<file path="config.mk">
export PLATFORM = sky130hd
export DESIGN_NAME = dark_block_ratio_check_core
export DESIGN_NICKNAME = d
export VERILOG_FILES = /design/src/rtl/dbrc_pkg.sv /design/src/rtl/dbrc_cfg_regs.sv /design/src/rtl/dbrc_window.sv /design/src/rtl/dbrc_judge.sv /design/src/rtl/dark_block_ratio_check_core.sv
export SDC_FILE = /design/constraint.sdc
export NUM_CORES = 1
export LEC_CHECK = 0
export BUFFER_PORTS_ARGS = -buffer_cell sky130_fd_sc_hd__buf_2
export CORE_MARGIN = 1
export CORE_UTILIZATION = 55
export DETAILED_ROUTE_END_ITERATION = 10
export PLACE_DENSITY = 0.81
export SYNTH_ARGS = -nofsm -noshare
export SYNTH_HDL_FRONTEND = slang
export SYNTH_SLANG_ARGS = --single-unit
export TNS_END_PERCENT = 100
</file>
<file path="constraint.sdc">
create_clock -name clk -period 8.98 [get_ports clk]
set_input_delay 0.449 -clock clk [delete_from_list [all_inputs] [get_ports clk]]
set_output_delay 0.449 -clock clk [all_outputs]
set_load 0.01 [all_outputs]
</file>
<file path="src/rtl/dbrc_pkg.sv">
// Shared types and constants of the dark block ratio check.
// No dependencies; every module of the block imports it.
package dbrc_pkg;

    localparam int COUNT_W   = 21;
    localparam int TENTHS_W  = 4;
    localparam int CFG_IDX_W = 3;
    localparam int IN_DATA_W = 32;
    localparam int OUT_DATA_W = 48;

    localparam logic [COUNT_W-1:0] COUNT_MAX = {COUNT_W{1'b1}};

    // floor(x/3) as (x*DIV3_MUL) >> DIV3_SHIFT, exact for x below 2^17
    localparam int DIV3_MUL   = 43691;
    localparam int DIV3_SHIFT = 17;

    localparam logic ACT_START = 1'b0;
    localparam logic ACT_PIXEL = 1'b1;

    localparam logic [CFG_IDX_W-1:0] REG_VERT_FIRST   = 3'd0;
    localparam logic [CFG_IDX_W-1:0] REG_VERT_SECOND  = 3'd1;
    localparam logic [CFG_IDX_W-1:0] REG_GREEN_FIRST  = 3'd2;
    localparam logic [CFG_IDX_W-1:0] REG_GREEN_SECOND = 3'd3;
    localparam logic [CFG_IDX_W-1:0] REG_RED_FIRST    = 3'd4;
    localparam logic [CFG_IDX_W-1:0] REG_RED_SECOND   = 3'd5;

    typedef logic [TENTHS_W-1:0] tenths_t;
    typedef logic [COUNT_W-1:0]  count_t;

    typedef struct packed {
        tenths_t vert_first;
        tenths_t vert_second;
        tenths_t green_first;
        tenths_t green_second;
        tenths_t red_first;
        tenths_t red_second;
    } thr_bank_t;

    // lowest bits first: width, height, vertical, green, pixel; action on top
    typedef struct packed {
        logic        action;
        logic [7:0]  pixel;
        logic        green;
        logic        vertical;
        logic [10:0] height;
        logic [10:0] width;
    } in_item_t;

    typedef struct packed {
        logic   vertical;
        logic   green;
        count_t first;
        count_t second;
    } fin_t;

    // lowest bits first: accepted, first count, second count
    typedef struct packed {
        count_t second;
        count_t first;
        logic   accepted;
    } result_t;

endpackage

</file>
<file path="src/rtl/dbrc_cfg_regs.sv">
// Threshold register bank of the dark block ratio check.
// Depends on dbrc_pkg.
module dbrc_cfg_regs
(
    input  logic                           clk,
    input  logic                           rst_n,
    input  logic                           cfg_valid,
    output logic                           cfg_ready,
    input  logic [dbrc_pkg::CFG_IDX_W-1:0] cfg_index,
    input  logic [dbrc_pkg::TENTHS_W-1:0]  cfg_data,
    output dbrc_pkg::thr_bank_t            thr
);
    import dbrc_pkg::*;

    thr_bank_t thr_reg;
    thr_bank_t thr_next;

    assign cfg_ready = 1'b1;
    assign thr       = thr_reg;

    always_comb
    begin
        thr_next = thr_reg;
        if (cfg_valid)
        begin
            unique case (cfg_index)
                REG_VERT_FIRST:   thr_next.vert_first   = cfg_data;
                REG_VERT_SECOND:  thr_next.vert_second  = cfg_data;
                REG_GREEN_FIRST:  thr_next.green_first  = cfg_data;
                REG_GREEN_SECOND: thr_next.green_second = cfg_data;
                REG_RED_FIRST:    thr_next.red_first    = cfg_data;
                REG_RED_SECOND:   thr_next.red_second   = cfg_data;
                default:          thr_next = thr_reg;
            endcase
        end
    end

    always_ff @(posedge clk or negedge rst_n)
    begin
        if (!rst_n)
        begin
            thr_reg.vert_first   <= tenths_t'(5);
            thr_reg.vert_second  <= tenths_t'(5);
            thr_reg.green_first  <= tenths_t'(6);
            thr_reg.green_second <= tenths_t'(7);
            thr_reg.red_first    <= tenths_t'(5);
            thr_reg.red_second   <= tenths_t'(5);
        end
        else
        begin
            thr_reg <= thr_next;
        end
    end

endmodule

</file>
<file path="src/rtl/dbrc_window.sv">
// Window state of the dark block ratio check: size, bands, raster counters, dark counts.
// Depends on dbrc_pkg.
module dbrc_window
#(
    parameter  int MAX_SIDE = 1024,
    localparam int SIDE_W   = $clog2(MAX_SIDE + 1),
    localparam int TOTAL_W  = 2 * SIDE_W
)
(
    input  logic                 clk,
    input  logic                 rst_n,
    input  dbrc_pkg::in_item_t   item,
    input  logic                 fire,
    output logic                 is_result,
    output dbrc_pkg::fin_t       fin_next,
    output logic [TOTAL_W-1:0]   total
);
    import dbrc_pkg::*;

    localparam int IDX_W  = $clog2(MAX_SIDE);
    localparam int PROD_W = SIDE_W + 17;

    logic [IDX_W-1:0]   col_reg, row_reg;
    logic [IDX_W-1:0]   one_bound_reg, two_bound_reg;
    logic [SIDE_W-1:0]  width_reg, height_reg;
    logic [TOTAL_W-1:0] total_reg;
    logic               vert_reg, green_reg;
    count_t             first_reg, second_reg;

    logic [SIDE_W-1:0]  side_w, side_h, side_n;
    logic [PROD_W-1:0]  one_prod, two_prod;
    logic [TOTAL_W-1:0] total_start;
    logic [IDX_W-1:0]   pos;
    logic               band0, band1, band2;
    logic               dark, hit_first, hit_second;
    logic               col_end, row_end, last;
    count_t             first_bumped, second_bumped;

    function automatic logic [SIDE_W-1:0] clamp_side(input logic [10:0] v);
        logic [SIDE_W-1:0] r;
        if (v == 11'd0)
            r = SIDE_W'(1);
        else if (32'(v) > MAX_SIDE)
            r = SIDE_W'(MAX_SIDE);
        else
            r = SIDE_W'(v);
        return r;
    endfunction

    always_comb
    begin
        side_w      = clamp_side(item.width);
        side_h      = clamp_side(item.height);
        side_n      = item.vertical ? side_h : side_w;
        one_prod    = PROD_W'(side_n) * PROD_W'(DIV3_MUL);
        two_prod    = PROD_W'({side_n, 1'b0}) * PROD_W'(DIV3_MUL);
        total_start = TOTAL_W'(side_w) * TOTAL_W'(side_h);

        pos   = vert_reg ? row_reg : col_reg;
        band0 = pos < one_bound_reg;
        band1 = !band0 && (pos < two_bound_reg);
        band2 = !band0 && !band1;

        dark       = item.pixel == 8'd0;
        hit_first  = dark && (green_reg ? band0 : band1);
        hit_second = dark && (green_reg ? band1 : band2);

        first_bumped  = (hit_first && first_reg != COUNT_MAX)
                        ? first_reg + COUNT_W'(1) : first_reg;
        second_bumped = (hit_second && second_reg != COUNT_MAX)
                        ? second_reg + COUNT_W'(1) : second_reg;

        col_end = (SIDE_W'(col_reg) + SIDE_W'(1)) >= width_reg;
        row_end = (SIDE_W'(row_reg) + SIDE_W'(1)) >= height_reg;
        last    = col_end && row_end;

        is_result = (item.action == ACT_PIXEL) && last;

        fin_next.vertical = vert_reg;
        fin_next.green    = green_reg;
        fin_next.first    = first_bumped;
        fin_next.second   = second_bumped;
        total             = total_reg;
    end

    always_ff @(posedge clk or negedge rst_n)
    begin
        if (!rst_n)
        begin
            col_reg       <= '0;
            row_reg       <= '0;
            one_bound_reg <= '0;
            two_bound_reg <= '0;
            width_reg     <= SIDE_W'(1);
            height_reg    <= SIDE_W'(1);
            total_reg     <= TOTAL_W'(1);
            vert_reg      <= 1'b0;
            green_reg     <= 1'b0;
            first_reg     <= '0;
            second_reg    <= '0;
        end
        else if (fire)
        begin
            if (item.action == ACT_START)
            begin
                width_reg     <= side_w;
                height_reg    <= side_h;
                total_reg     <= total_start;
                vert_reg      <= item.vertical;
                green_reg     <= item.green;
                one_bound_reg <= IDX_W'(one_prod >> DIV3_SHIFT);
                two_bound_reg <= IDX_W'(two_prod >> DIV3_SHIFT);
                col_reg       <= '0;
                row_reg       <= '0;
                first_reg     <= '0;
                second_reg    <= '0;
            end
            else if (last)
            begin
                col_reg    <= '0;
                row_reg    <= '0;
                first_reg  <= '0;
                second_reg <= '0;
            end
            else
            begin
                first_reg  <= first_bumped;
                second_reg <= second_bumped;
                if (col_end)
                begin
                    col_reg <= '0;
                    row_reg <= row_reg + IDX_W'(1);
                end
                else
                begin
                    col_reg <= col_reg + IDX_W'(1);
                end
            end
        end
    end

endmodule

</file>
<file path="src/rtl/dbrc_judge.sv">
// Result stages of the dark block ratio check: final counts, ratio test, output register.
// Depends on dbrc_pkg.
module dbrc_judge
#(
    parameter  int MAX_SIDE = 1024,
    localparam int SIDE_W   = $clog2(MAX_SIDE + 1),
    localparam int TOTAL_W  = 2 * SIDE_W
)
(
    input  logic                 clk,
    input  logic                 rst_n,
    input  logic                 fin_load,
    input  dbrc_pkg::fin_t       fin_in,
    input  logic [TOTAL_W-1:0]   total_in,
    input  dbrc_pkg::thr_bank_t  thr,
    output logic                 fin_free,
    output logic                 res_valid,
    input  logic                 res_ready,
    output dbrc_pkg::result_t    res
);
    import dbrc_pkg::*;

    localparam int CMP_W = (COUNT_W + 5 > TOTAL_W + TENTHS_W)
                           ? COUNT_W + 5 : TOTAL_W + TENTHS_W;

    logic               fin_valid_reg, fin_valid_next;
    fin_t               fin_reg;
    logic [TOTAL_W-1:0] total_reg;
    logic               out_valid_reg, out_valid_next;
    result_t            out_reg, out_next;

    logic               out_free;
    tenths_t            t1, t2;
    logic [CMP_W-1:0]   lhs1, lhs2, rhs1, rhs2;

    always_comb
    begin
        out_free = !out_valid_reg || res_ready;
        fin_free = !fin_valid_reg || out_free;

        if (fin_reg.vertical)
        begin
            t1 = thr.vert_first;
            t2 = thr.vert_second;
        end
        else if (fin_reg.green)
        begin
            t1 = thr.green_first;
            t2 = thr.green_second;
        end
        else
        begin
            t1 = thr.red_first;
            t2 = thr.red_second;
        end

        // count*30 as count*32 - count*2
        lhs1 = (CMP_W'(fin_reg.first) << 5) - (CMP_W'(fin_reg.first) << 1);
        lhs2 = (CMP_W'(fin_reg.second) << 5) - (CMP_W'(fin_reg.second) << 1);
        rhs1 = CMP_W'(t1) * CMP_W'(total_reg);
        rhs2 = CMP_W'(t2) * CMP_W'(total_reg);

        out_next.accepted = (lhs1 > rhs1) && (lhs2 > rhs2);
        out_next.first    = fin_reg.first;
        out_next.second   = fin_reg.second;

        fin_valid_next = fin_load ? 1'b1 : (out_free ? 1'b0 : fin_valid_reg);
        out_valid_next = (fin_valid_reg && out_free) ? 1'b1
                         : (res_ready ? 1'b0 : out_valid_reg);

        res_valid = out_valid_reg;
        res       = out_reg;
    end

    always_ff @(posedge clk or negedge rst_n)
    begin
        if (!rst_n)
        begin
            fin_valid_reg <= 1'b0;
            out_valid_reg <= 1'b0;
        end
        else
        begin
            fin_valid_reg <= fin_valid_next;
            out_valid_reg <= out_valid_next;
        end
    end

    always_ff @(posedge clk)
    begin
        if (fin_load)
        begin
            fin_reg   <= fin_in;
            total_reg <= total_in;
        end
        if (fin_valid_reg && out_free)
        begin
            out_reg <= out_next;
        end
    end

endmodule

</file>
<file path="src/rtl/dark_block_ratio_check_core.sv">
// Dark block ratio check: counts dark pixels in two window thirds and tests their ratios.
// Result path: input register, final-count register, output register.
// One item per clock through the single-pass window counter stage, unless a result stalls.
// With both result registers full, the next final pixel waits; other items flow on.
// Reset: rst_n is asynchronous, active low; 1x1 horizontal red window, default thresholds.
module dark_block_ratio_check_core
#(
    parameter int MAX_SIDE = 1024
)
(
    input  logic                              clk,
    input  logic                              rst_n,
    input  logic                              s_axis_tvalid,
    output logic                              s_axis_tready,
    // width[10:0], height[21:11], vertical[22], lamp_green[23], pixel_value[31:24]
    input  logic [dbrc_pkg::IN_DATA_W-1:0]    s_axis_tdata,
    // action[0]
    input  logic [0:0]                        s_axis_tuser,
    output logic                              m_axis_tvalid,
    input  logic                              m_axis_tready,
    // accepted[0], first_dark_count[21:1], second_dark_count[42:22], zero[47:43]
    output logic [dbrc_pkg::OUT_DATA_W-1:0]   m_axis_tdata,
    input  logic                              cfg_valid,
    output logic                              cfg_ready,
    input  logic [dbrc_pkg::CFG_IDX_W-1:0]    cfg_index,
    input  logic [dbrc_pkg::TENTHS_W-1:0]     cfg_data
);
    import dbrc_pkg::*;

    localparam int SIDE_W  = $clog2(MAX_SIDE + 1);
    localparam int TOTAL_W = 2 * SIDE_W;

    logic               in_valid_reg, in_valid_next;
    in_item_t           item_reg;
    logic               fire, is_result, fin_free;
    fin_t               fin_next;
    logic [TOTAL_W-1:0] total;
    thr_bank_t          thr;
    result_t            res;

    assign fire          = in_valid_reg && (!is_result || fin_free);
    assign s_axis_tready = !in_valid_reg || fire;
    assign in_valid_next = s_axis_tready ? s_axis_tvalid : in_valid_reg;
    assign m_axis_tdata  = OUT_DATA_W'(res);

    always_ff @(posedge clk or negedge rst_n)
    begin
        if (!rst_n)
        begin
            in_valid_reg <= 1'b0;
        end
        else
        begin
            in_valid_reg <= in_valid_next;
        end
    end

    always_ff @(posedge clk)
    begin
        if (s_axis_tvalid && s_axis_tready)
        begin
            item_reg <= in_item_t'({s_axis_tuser, s_axis_tdata});
        end
    end

    dbrc_cfg_regs u_cfg
    (
        .clk       (clk),
        .rst_n     (rst_n),
        .cfg_valid (cfg_valid),
        .cfg_ready (cfg_ready),
        .cfg_index (cfg_index),
        .cfg_data  (cfg_data),
        .thr       (thr)
    );

    dbrc_window #(.MAX_SIDE(MAX_SIDE)) u_window
    (
        .clk       (clk),
        .rst_n     (rst_n),
        .item      (item_reg),
        .fire      (fire),
        .is_result (is_result),
        .fin_next  (fin_next),
        .total     (total)
    );

    dbrc_judge #(.MAX_SIDE(MAX_SIDE)) u_judge
    (
        .clk       (clk),
        .rst_n     (rst_n),
        .fin_load  (fire && is_result),
        .fin_in    (fin_next),
        .total_in  (total),
        .thr       (thr),
        .fin_free  (fin_free),
        .res_valid (m_axis_tvalid),
        .res_ready (m_axis_tready),
        .res       (res)
    );

endmodule

</file>
Word level (Yosys, flattened, before mapping)
Cells that the tools add are included.

Word-level logic and storage cells: 129. Bits in registers: 297. Output and inout port bits: 51.

Multiplexer cells: 28. $add $sub $neg: 8. Multiply operators: 5. Magnitude comparators: 8. Bitwise gates (word level): 1. Equal/unequal tests: 8. Reduce and logical (&&, ||, !) cells: 37.

Operators with widths (count): 21-bit two-way mux (6); 10-bit two-way mux (7); 11-bit two-way mux (5); 26-bit greater-than comparator (2); 4-bit by 22-bit multiplier with 26-bit output (2); 26-bit by 22-bit subtractor with 26-bit output (2); 21-bit by 1-bit adder with 21-bit output (second input constant) (2); 21-bit != test (second input constant) (2); 11-bit by 16-bit multiplier with 27-bit output (second input constant) (1); 11-bit by 16-bit multiplier with 26-bit output (second input constant) (1); 10-bit by 1-bit adder with 11-bit output (second input constant) (2); 11-bit >= comparator (2); 11-bit greater-than comparator (second input constant) (2); 11-bit logical NOT (2); 11-bit by 11-bit multiplier with 22-bit output (1); 10-bit by 1-bit adder with 10-bit output (second input constant) (2); 10-bit < comparator (2); 4-bit two-way mux (4); 2-bit AND reduction (8); 1-bit logical AND (13); 8-bit logical NOT (1); 3-bit by 2-bit equality test with 1-bit output (second input constant) (2); 3-bit equality test (second input constant) (2); 1-bit logical NOT (6); 7 further kinds (16).

Logic depth before layout (Yosys ltp)
Depth after elaboration: 12. Gate-level depth with buffers: 28. Depth with buffers taken out: 26.

Modules after synthesis
Synthesis repeated with hierarchy kept, for this count alone.

Cells, all modules: 3074. Area total of the unflattened synthesis: 28630.0 um^2.

By module, submodules not included: dbrc_window (instances 1, area an instance 14121.0 um^2, seq. area each 2981.6 um^2, cells an instance 1632); dbrc_judge (instances 1, area an instance 12394.4 um^2, seq. area each 3323.2 um^2, cells an instance 1340); dark_block_ratio_check_core (instances 1, area an instance 1111.1 um^2, seq. area each 1016.0 um^2, cells an instance 46); dbrc_cfg_regs (instances 1, area an instance 1003.5 um^2, seq. area each 616.8 um^2, cells an instance 56).

Least setup slack after synthesis
Ideal clock, no wire load.

Kind: register to register. Start: reg u_window.col_reg[0]. End: reg u_judge.fin_reg[0] in the netlist's numbering, enable pin. Cell stages (with the launch flop): 15. Path slack: 2.625 ns. Data required time: 8.489 ns. Path buffers: 2. Arrival: 5.864 ns. Library setup time: 0.491 ns. Path through: dfrtp_1 -> ha_1 -> nand3_1 -> nor2_1 -> nand3_1 -> xnor2_1 -> ha_1 -> a21o_1 -> a21o_1 -> a221oi_2 -> a221o_1 -> o21ai_0 -> clkbuf_1 -> clkbuf_1 -> nor2_1.

Longest elaborated chain between the ends: 8.

RTL lines: from (decl) (RTL line dbrc_window.sv:23) `logic [IDX_W-1:0] col_reg, row_reg;`; from (signal assigned) (RTL line dbrc_window.sv:136) `col_reg <= col_reg + IDX_W'(1);`; 10-bit by 1-bit adder with 11-bit output (*) (RTL line dbrc_window.sv:73) `col_end = (SIDE_W'(col_reg) + SIDE_W'(1)) >= width_reg;`; 11-bit >= comparator (*) (RTL line dbrc_window.sv:73); 1-bit logical AND (*) (RTL line dbrc_window.sv:75) `last = col_end && row_end;`; 1-bit logical AND (*) (RTL line dbrc_window.sv:77) `is_result = (item.action == ACT_PIXEL) && last;`; 1-bit logical NOT (RTL line dark_block_ratio_check_core.sv:41) `assign fire = in_valid_reg && (!is_result || fin_free);`; 1-bit logical OR (RTL line dark_block_ratio_check_core.sv:41); 1-bit logical AND (RTL line dark_block_ratio_check_core.sv:41); 1-bit logical AND (*) (RTL line dark_block_ratio_check_core.sv:92) `.fin_load (fire && is_result),`; net u_judge.fin_load (RTL line dbrc_judge.sv:12) `input logic fin_load,`; to (signal assigned) (RTL line dbrc_judge.sv:93) `fin_reg <= fin_in;`; to (decl) (RTL line dbrc_judge.sv:27) `fin_t fin_reg;`.

Mark *: on every way through the listed nets, which the timed path passes. The rest lies on a longest branch. A chain may end at the register's enable or synchronous reset.

==> impl_metrics.tcl <==
set metrics [dict create \
    grt_start_max_net_pins 108 \
    fillers 4180 \
    area_growth_pct 8.064 \
    cts_resized 0 \
    power_density_nw_per_um2 175.1 \
    drc 0 \
    cts-root-buf "clkbuf_16" \
    drive_gt1_share_pct 7.800 \
    start_util_pct 55.76 \
    synth_top_family_by_area "adder cells" \
    hold_class "input port to register" \
    critPathLaunchType "register" \
    final_common_cell "inv_1" \
    coreArea_um2 50170 \
    switching_share_pct 38.06 \
    vias 21210 \
    pwr-share-clk_pct 26.1 \
    max_freq_ghz 0.1505 \
    crit_type "register to register" \
    seqCellArea_um2 7938 \
    overflow 0 \
    synth-async-reset-ratio_pct 50.69 \
    gp_congestion 0.9406 \
    synthesis.area_um2 27980 \
    tightest_slew_ns 1.024 \
    fin_tns_setup_ns 0 \
    die_x_um 227.5 \
    cts_sinks 288 \
    hold_ws_ns 0.06462 \
    track_usage_pct 25.12 \
    yosys.area_share.simple_pct 16.40 \
    ios 96 \
    grt_pass1_vias 21460 \
    cts_tree "done" \
    post_dp_cell_area_um2 29080 \
    power_leakage_nw 14.42 \
    p_comb_share_pct 43.5 \
    hold_viol 0 \
    nets 3616 \
    worstPathRequired_ns 9.38 \
    numCtsBuffers 34 \
    holdPathStages 1 \
    grt_pass1_wl_mm 104.4 \
    layout_common_cells "inv_1, ha_1, nand2_1, fa_1, nor2_1" \
    critPathCaptureType "register" \
    power.internal_mw 3.279 \
    yosys_warnings 0 \
    skew_ns 0.04669 \
    clkLatencyLatePin_ns 0.58 \
    cp_max_fo 22 \
    hpwlAfterDp_mm 48.16 \
    crit_arrival_ns 7.04 \
    relSlewSlack_pct 31.75 \
    design_area_um2 30230 \
    die_area_um2 51770 \
    clk_pin_slew_ns 0.06 \
    port_buffers 89 \
    synth-xor-area-share_pct 5.228 \
    synth_adder_area_share_pct 28.54 \
    netlist_instances 2988 \
    final_cells 3749 \
    finalMaxSlewViolations 0 \
    synth_seq_area_share_pct 28.37 \
    fin_crit_sh_pct 74.01 \
    cts_buffer_depth 3 \
    drtIter0Drc 1588 \
    routed_wirelength_mm 62.11 \
    power_frac_seq_pct 30.3 \
    rrSetupSlack_ns 2.33 \
    rsz0062_at_grt "no" \
    cts_htree_levels 2 \
    die_y_um 227.5 \
    setup_viol 0 \
    multi_input_area_um2 18120 \
    reg2reg_depth 23 \
    synth_compound_area_share_pct 12.13 \
    syn_area_per_cell_um2 9.363 \
    ys_seq_elements 288 \
    via_per_inst 5.659 \
    cap_violations 0 \
    wl_per_cell_um 16.57 \
    synth-edff-count 142 \
    num_antenna_cells 0 \
    ir_drop_v 0.0001750 \
    period_minus_slack_ns 6.646 \
    largest_reg_flops 44 \
    firstDrtPassIters 6 \
    dp_cells 3686 \
    synthMuxAreaShare_pct 2.326 \
    finalCoreUtilization_pct 60.26 \
    rows 82 \
    switchingPower_mw 2.015 \
    grt_antenna_before_repair 0 \
    synth_cell_type_count 77 \
    postRouteAntennaNets 0 \
    status "complete, no violations" \
    synth_flop_cell "edfxtp_1" \
]
[metal layers]
| layer | global-route usage (%) | vias to the layer above | wire length [µm] |
|---|---|---|---|
| li1 | - | 10230 | - |
| met1 | 31.66 | 10270 | 26120 |
| met2 | 44.38 | 604 | 30880 |
| met3 | 3.523 | 113 | 3365 |
| met4 | 7.880 | 0 | 1745 |
| met5 | 0 | - | 0 |
[power groups by stage]
stage               clock network (mW)  registers, mW  logic, mW
detailed placement                   0           1.63       2.28
global route                      1.46           1.62       2.64
CTS                               1.41           1.60       2.31
global placement                     0           1.62       2.21
floorplan                            0           1.59       1.77
finish                            1.38           1.61       2.30
[synthesized netlist by cell type (11+ instances only)]
cell	n	area [µm²]
nor4_1	13	81.33
nand4_1	34	212.7
xnor2_1	106	928.4
nor2b_1	136	850.8
nor3_1	40	200.2
a31oi_1	22	137.6
o31ai_1	19	142.6
dfstp_2	16	420.4
or3_1	16	100.1
dfrtp_1	130	3253
o21a_1	25	187.7
o21ai_0	147	735.7
mux2_2	44	495.5
nor2_1	161	604.3
a21oi_1	113	565.5
a211oi_1	21	157.7
o21bai_1	18	135.1
and4_1	11	96.34
edfxtp_1	142	4264
nand2b_1	70	437.9
and3_1	27	168.9
o211ai_1	18	135.1
ha_1	323	4041
a21o_1	77	578.1
fa_1	197	3944
inv_1	428	1607
and2_1	36	225.2
nand3_1	64	320.3
xor2_1	61	534.3
clkbuf_1	71	266.5
nand2_1	269	1010
mux2i_1	14	140.1
[cell families (layout without fill, tap and decap cells)]
group | after synthesis | after routing
muxes | 59 | 59
AOI/OAI and AO/OA | 531 | 531
DFF | 288 | 288
adders and majority gates | 520 | 520
buffers and inverters | 512 | 597
and+or+nand+nor | 909 | 909
xor gates and xnor gates | 167 | 167
other | 2 | 6
[path summary, 6_finish.rpt]
check,start,to
setup / recovery,u_judge.fin_reg[42],u_judge.res[0]
hold / removal,s_axis_tdata[4],item_reg[4]
setup reg to reg,u_judge.fin_reg[42],u_judge.res[0]
hold reg to reg,u_window.total[17],u_judge.total_reg[17]
max in group asynchronous,rst_n,u_window.second_reg[1]
min in group asynchronous,rst_n,u_cfg.thr[7]
[stage by stage]
step	power (mW)	worst slack, ns
3_5_place_dp	3.913	2.390
5_1_grt	5.722	1.674
3_3_place_gp	3.832	2.593
2_1_floorplan	3.358	2.625
4_1_cts	5.320	2.356
6_report	5.294	2.334
[worst max-delay path, cell delays in order, from the launching register on]
cell      delay, ns
edfxtp_1       0.64
mux2i_1        0.25
nor2_1         0.05
a21oi_1        0.13
buf_4          0.27
nand2b_1       0.17
fa_1           0.45
fa_1           0.54
inv_1          0.07
fa_1           0.47
a211oi_1       0.23
o21bai_1       0.13
nor4_1         0.27
o22ai_1        0.16
o41ai_1        0.70
o31ai_1        0.21
o41ai_1        0.38
xor2_1         0.12
ha_1           0.31
nand4_1        0.08
nor2_1         0.15
nand4_1        0.13
o31a_1         0.31
a211oi_1       0.26
[area by class of cell]
type / instances / area share, %
multi-input combinational: 2192 / 59.94
sequential: 288 / 26.26
inverter: 428 / 5.314
clock buffer: 52 / 3.270
tap: 672 / 2.781
timing repair buffer: 107 / 1.949
clock inverter: 10 / 0.4925
[timing repair]
action	4_1_cts	5_1_grt
endpoints found under the hold margin	25	0
setup endpoints to repair	0	0
buffers inserted	0	0
hold buffers	1	0
No activity file was read; power rests on OpenSTA's default activity.
